### src/rtl/core/rmq_pkg.sv
// Shared types and constants for the rotation matrix to quaternion pipeline.
package rmq_pkg;

  localparam int FRAC_BITS = 30;
  localparam int MAT_W     = 32;
  localparam int THR_W     = 31;
  localparam int RAD_W     = 33;
  localparam int NUM_W     = 33;
  localparam int ROOT_W    = 32;
  localparam int SQ_STEPS  = ROOT_W;
  localparam int DIV_STEPS = 32;
  // front (2) + root (SQ_STEPS) + divide prep and steps + output register
  localparam int NSTG      = 2 + SQ_STEPS + DIV_STEPS + 2;

  localparam logic [THR_W-1:0] THR_RESET = THR_W'(11);
  localparam logic             THR_IDX   = 1'b0;

  typedef enum logic [1:0] {
    BR_TRACE = 2'd0,
    BR_X     = 2'd1,
    BR_Y     = 2'd2,
    BR_Z     = 2'd3
  } branch_t;

  typedef struct packed {
    logic signed [MAT_W-1:0] m00;
    logic signed [MAT_W-1:0] m01;
    logic signed [MAT_W-1:0] m02;
    logic signed [MAT_W-1:0] m10;
    logic signed [MAT_W-1:0] m11;
    logic signed [MAT_W-1:0] m12;
    logic signed [MAT_W-1:0] m20;
    logic signed [MAT_W-1:0] m21;
    logic signed [MAT_W-1:0] m22;
  } matrix_t;

  typedef struct packed {
    logic signed [MAT_W-1:0] q_w;
    logic signed [MAT_W-1:0] q_x;
    logic signed [MAT_W-1:0] q_y;
    logic signed [MAT_W-1:0] q_z;
    logic [1:0]              branch_taken;
    logic                    invalid;
  } quat_t;

  // numerators of the three divided components, in w,x,y,z order skipping the big one
  typedef struct packed {
    branch_t                 br;
    logic signed [NUM_W-1:0] na;
    logic signed [NUM_W-1:0] nb;
    logic signed [NUM_W-1:0] nc;
  } side_t;

  typedef struct packed {
    branch_t           br;
    logic [ROOT_W-2:0] half;
    logic              inv;
  } tail_t;

endpackage

### src/rtl/core/rmq_div.sv
// Pipelined |n| * 2^(FRAC_BITS-1) / h, one quotient bit per stage, with overflow flag.
module rmq_div import rmq_pkg::*; (
  input  logic                    clk,
  input  logic                    en,
  input  logic signed [NUM_W-1:0] num,
  input  logic [ROOT_W-1:0]       h,
  output logic [ROOT_W-1:0]       quo,
  output logic                    neg,
  output logic                    ovf
);

  // bits of |n| that fall below the 32-bit quotient window of |n| * 2^(FRAC_BITS-1)
  localparam int LOW_W = ROOT_W - (FRAC_BITS - 1);

  logic [NUM_W-1:0]  mag;
  logic              ovf_c;

  logic [ROOT_W-1:0] h_q   [DIV_STEPS+1];
  logic [ROOT_W-1:0] rem_q [DIV_STEPS+1];
  logic [ROOT_W-1:0] q_q   [DIV_STEPS+1];
  logic [LOW_W-1:0]  lo_q  [DIV_STEPS+1];
  logic              neg_q [DIV_STEPS+1];
  logic              ovf_q [DIV_STEPS+1];

  // quotient fits 32 bits exactly when |n| < 8h
  always_comb begin
    mag   = num[NUM_W-1] ? NUM_W'(-num) : NUM_W'(num);
    ovf_c = {2'b00, mag} >= {h, 3'b000};
  end

  always_ff @(posedge clk) begin
    if (en) begin
      h_q[0]   <= h;
      rem_q[0] <= ROOT_W'(mag[NUM_W-1:LOW_W]);
      q_q[0]   <= '0;
      lo_q[0]  <= mag[LOW_W-1:0];
      neg_q[0] <= num[NUM_W-1];
      ovf_q[0] <= ovf_c;
    end
  end

  for (genvar j = 0; j < DIV_STEPS; j++) begin : g_step
    localparam int K = DIV_STEPS - 1 - j;
    logic [ROOT_W-1:0] dl;
    logic [ROOT_W:0]   rem2, diff;
    logic              ge;

    always_comb begin
      dl   = {lo_q[j], {(ROOT_W-LOW_W){1'b0}}};
      rem2 = {rem_q[j], dl[K]};
      ge   = rem2 >= {1'b0, h_q[j]};
      diff = rem2 - {1'b0, h_q[j]};
    end

    always_ff @(posedge clk) begin
      if (en) begin
        h_q[j+1]   <= h_q[j];
        lo_q[j+1]  <= lo_q[j];
        neg_q[j+1] <= neg_q[j];
        ovf_q[j+1] <= ovf_q[j];
        q_q[j+1]   <= {q_q[j][ROOT_W-2:0], ge};
        rem_q[j+1] <= ge ? diff[ROOT_W-1:0] : rem2[ROOT_W-1:0];
      end
    end
  end

  assign quo = q_q[DIV_STEPS];
  assign neg = neg_q[DIV_STEPS];
  assign ovf = ovf_q[DIV_STEPS];

endmodule

### config.mk
export PLATFORM = sky130hd
export DESIGN_NAME = rmq_div
export DESIGN_NICKNAME = d
export VERILOG_FILES = /design/src/rtl/core/rmq_pkg.sv /design/src/rtl/core/rmq_div.sv
export SDC_FILE = /design/constraint.sdc
export NUM_CORES = 2
export LEC_CHECK = 0
export BUFFER_PORTS_ARGS = -buffer_cell sky130_fd_sc_hd__buf_4
export CAP_MARGIN = 5
export CORE_UTILIZATION = 30
export CTS_BUF_LIST = sky130_fd_sc_hd__clkbuf_16
export CTS_CLUSTER_SIZE = 30
export DETAILED_ROUTE_END_ITERATION = 6
export PLACE_DENSITY = 0.51
export SLEW_MARGIN = 20
export SYNTH_ARGS = -nofsm -noshare
export SYNTH_HDL_FRONTEND = slang
export SYNTH_SLANG_ARGS = --single-unit
export TNS_END_PERCENT = 30
### constraint.sdc
create_clock -name clk -period 3.7 [get_ports clk]
set_clock_uncertainty 0.1 [all_clocks]
set_input_delay 0.185 -clock clk [delete_from_list [all_inputs] [get_ports clk]]
set_output_delay 0.185 -clock clk [all_outputs]
set_load 0.03 [all_outputs]
==> impl_metrics.env <==
export IMPL_status="complete, but fails checks"
export IMPL_violations="design-rule violations, negative setup slack"
export IMPL_cp_start_kind="flop"
export IMPL_avgRoutedWirePerCell_um=17.40
export IMPL_power_leakage_nw=74.34
export IMPL_slew_headroom_pct=30.69
export IMPL_grt_usage_pct=14.27
export IMPL_die_x_um=697.0
export IMPL_path_clk_slew_ns=0.06
export IMPL_num_vias=99440
export IMPL_synthAdderAreaFrac_pct=9.521
export IMPL_syn_avg_cell_area_um2=11.60
export IMPL_core_um2=479600
export IMPL_min_path_type="in -> reg"
export IMPL_yosysMostFrequentCell="edfxtp_1"
export IMPL_pre_cts_ws_ns=-1.088
export IMPL_clkPwrFrac_pct=19.4
export IMPL_hold_viol_final=0
export IMPL_rsz0062_at_grt="yes"
export IMPL_synth_xor_area_share_pct=5.271
export IMPL_hold_end="rem_q[0][2]$_DFFE_PP_"
export IMPL_seqCellArea_um2=79460
export IMPL_synth_compound_area_share_pct=14.01
export IMPL_dieArea_um2=485800
export IMPL_path_cells="ha_1 > a21o_1 > buf_4 > a211oi_1 > buf_4 > o31ai_4 > a21o_1 > a311o_1 > a31oi_2 > o21ai_2 > a41oi_4 > buf_12 > buf_12 > mux2_4"
export IMPL_post_drt_via_cell_ratio=4.732
export IMPL_ff2ff_setup_slack_ns=-0.17
export IMPL_drtIter0Drc=6330
export IMPL_htree_levels=5
export IMPL_crit_slowest_cell="edfxtp_1"
export IMPL_dr_wl_met2_mm=180.9
export IMPL_p_per_area_nw_per_um2=885.8
export IMPL_cp_max_fo=6
export IMPL_rr_worst_depth=14
export IMPL_clock_path_buffers=4
export IMPL_cts_tree="done"
export IMPL_place_hpwl_mm=269.4
export IMPL_wl_mm=365.6
export IMPL_fin_crit_ns=3.870
export IMPL_grt_ovfl_total=0
export IMPL_final_max_slew_viol_count=0
export IMPL_synth_ff_type="edfxtp_1"
export IMPL_setup_ws_ns=-0.1698
export IMPL_netlist_top_cell_by_area="edfxtp_1"
export IMPL_grt_pass1_vias=97370
export IMPL_fmax_mhz=258.4
export IMPL_p_sw_w=0.05827
export IMPL_place_inst=20140
export IMPL_drive_gt1_share_pct=21.00
export IMPL_fillers=46690
export IMPL_synth_cell_types=94
export IMPL_gp_routability_congestion=0.8426
export IMPL_r2r_end="rem_q[0][469]$_DFFE_PP_"
export IMPL_cts_sinks=2646
export IMPL_yosysSeqAreaShare_pct=54.84
export IMPL_fin_tns_setup_ns=-6.697
export IMPL_hold_path_depth=4
export IMPL_r2r_start="rem_q[0][429]$_DFFE_PP_"
export IMPL_synth_top_family_by_area="compound AO/OA/AOI/OAI gates"
export IMPL_route_met3_wl_mm=11.17
export IMPL_p_seq_share_pct=30.9
export IMPL_port_buffers=100
export IMPL_drt_met1_wl_mm=165.7
export IMPL_yosys_register_bits=2646
export IMPL_rows=254
export IMPL_fin_crit_sh_pct=104.6
export IMPL_synthMuxAreaShare_pct=3.690
export IMPL_grt_antenna_before_repair=3
export IMPL_ys_async_sr_fraction_pct=0
export IMPL_p_int_w=0.1019
export IMPL_grt_pass1_wl_mm=557.3
export IMPL_synth_nets=13640
export IMPL_power_w=0.1602
export IMPL_io_pins=101
export IMPL_numCtsBuffers=315
export IMPL_vdd_ir_drop_max_mv=0.3982
export IMPL_synth_top_cell_area_share_pct=54.84
export IMPL_drc=3
export IMPL_finalNonFillerCells=21020
export IMPL_synth_common_cells="2646 x edfxtp_1, 1297 x inv_1, 1057 x a21oi_1"
export IMPL_cp_end_kind="flop"
export IMPL_netlist_instances=12490
export IMPL_p_sw_share_pct=36.38
export IMPL_initial_utilization_pct=30.21
export IMPL_worstSetupPathType="reg -> reg"
export IMPL_cts_root_buf="clkbuf_16"
export IMPL_synth_edf_count=2646
export IMPL_top_layer_used="met5"
export IMPL_power_frac_comb_pct=49.7
export IMPL_finalSetupViolCount=90
export IMPL_worst_pin_slew_ns=1.040
export IMPL_grt_max_degree=155
export IMPL_maxCapViolations=0
export IMPL_antenna_left=0
export IMPL_netlist_top_cells_area="edfxtp_1 55%, ha_1 9.1%, a21oi_1 3.7%"
export IMPL_mappedNetlistArea_um2=144900
export IMPL_required_ns=4.27
export IMPL_drtPass1Iterations=7
export IMPL_yosys_warnings=0
export IMPL_nets=15520
export IMPL_crit_arrival_ns=4.44
export IMPL_cpPeakStageDelay_ns=0.41
export IMPL_clk_latency_ns=0.99
export IMPL_yosys_area_share_simple_pct=8.551
export IMPL_area_growth_pct=24.78
export IMPL_die_y_um=697.0
export IMPL_multi_input_area_um2=62410
export IMPL_hp_start="num[5]"
## layout make-up
class / instances / share of cell area (%)
antenna: 3 / 0.004152
clock buffer: 320 / 4.429
clock inverter: 241 / 1.289
inverter: 1297 / 2.693
multi-input combinational: 8275 / 34.52
sequential: 2646 / 43.95
tap: 6400 / 4.429
timing repair buffer: 1834 / 8.690
## metrics by stage
step,util (%),hold WS (ns),instance area (um^2)
floorplan,-,0.1839,144900
global placement,34.24,0.2791,164200
detailed placement,34.24,0.2798,164200
global route,37.70,0.08728,180800
CTS,37.15,0.06515,178100
finish,37.70,0.1122,180800
## per-layer routing
metal / GRT usage, % / vias up
met4: 3.330 / 2
met3: 1.537 / 469
met5: 0 / -
li1: - / 49620
met2: 25.42 / 1474
met1: 18.52 / 47880
## logic make-up (layout without fill, tap and decap cells)
logic type,count (synthesis),after routing
flops,2646,2646
xor+xnor,872,872
mux,478,478
buf+inv,1568,3692
other cells,0,3
simple gates,2593,2593
compound gates,3248,3248
fa+ha+maj,1084,1084
## power groups by stage
stage	clock, W	sequential (W)	combinational (W)
2_1_floorplan	0	0.0471	0.0492
4_1_cts	0.0321	0.0497	0.0764
6_report	0.0310	0.0495	0.0796
3_5_place_dp	0	0.0501	0.0726
5_1_grt	0.0331	0.0503	0.0877
3_3_place_gp	0	0.0502	0.0723
## how the worst max path moves through the flow
stage                                    endpoint  cells after the start  slack [ns]                         from
after floorplan             ovf_q[0][0]$_DFFE_PP_                     14       -0.35                       num[8]
final                     rem_q[0][469]$_DFFE_PP_                     14       -0.17      rem_q[0][429]$_DFFE_PP_
after detailed placement    ovf_q[0][0]$_DFFE_PP_                     15       -1.09                       num[8]
after global routing      rem_q[0][469]$_DFFE_PP_                     15       -0.33      rem_q[0][422]$_DFFE_PP_
after global placement      ovf_q[0][0]$_DFFE_PP_                     15       -0.99                       num[8]
after CTS                 rem_q[0][309]$_DFFE_PP_                     15       -0.14  rem_q[0][256]$_SDFFCE_PP0P_
## sequential cells by signal (all words and copies together), names as in the netlist
name and flops:
rem_q 1022, neg_q 33, lo_q 6, h_q 1024, q_q 528, ovf_q 33
## critical path: cells and delay by family (launching register included)
kind | cells | cell delay, ns
AOI/OAI and AO/OA | 8 | 1.72
buffers and inverters | 4 | 0.68
DFF | 1 | 0.41
adders and majority gates | 1 | 0.33
muxes | 1 | 0.30
## layout by cell type (no fill, tap or decap), drive strengths merged, types with 37 or more instances in the layout
master and count:
nand2 736, ha 1053, o21ai 750, xnor2 553
buf 1677, and3 83, xor2 319, nor3 119
clkinv 124, nor2b 162, nand3 177, inv 1363
edfxtp 2646, a211oi 81, and2 48, mux2 449
or3 50, a31oi 109, o31ai 74, nand4 151
a21oi 1058, a211o 37, dlygate4sd3 138, nand2b 166
o21bai 131, nor2 740, o211ai 37, o21a 158
a21o 506, clkbuf 338
## what timing repair did
| action | CTS | global route |
|---|---|---|
| hold buffers | 141 | 0 |
| cloned | 13 | 22 |
| endpoints found under the setup margin | 722 | 927 |
| gates resized for setup | 298 | 367 |
| setup buffers | 63 | 97 |
| hold endpoints to repair | 543 | 0 |
| pin swaps | 79 | 157 |
(Power assumes the default switching activity.)
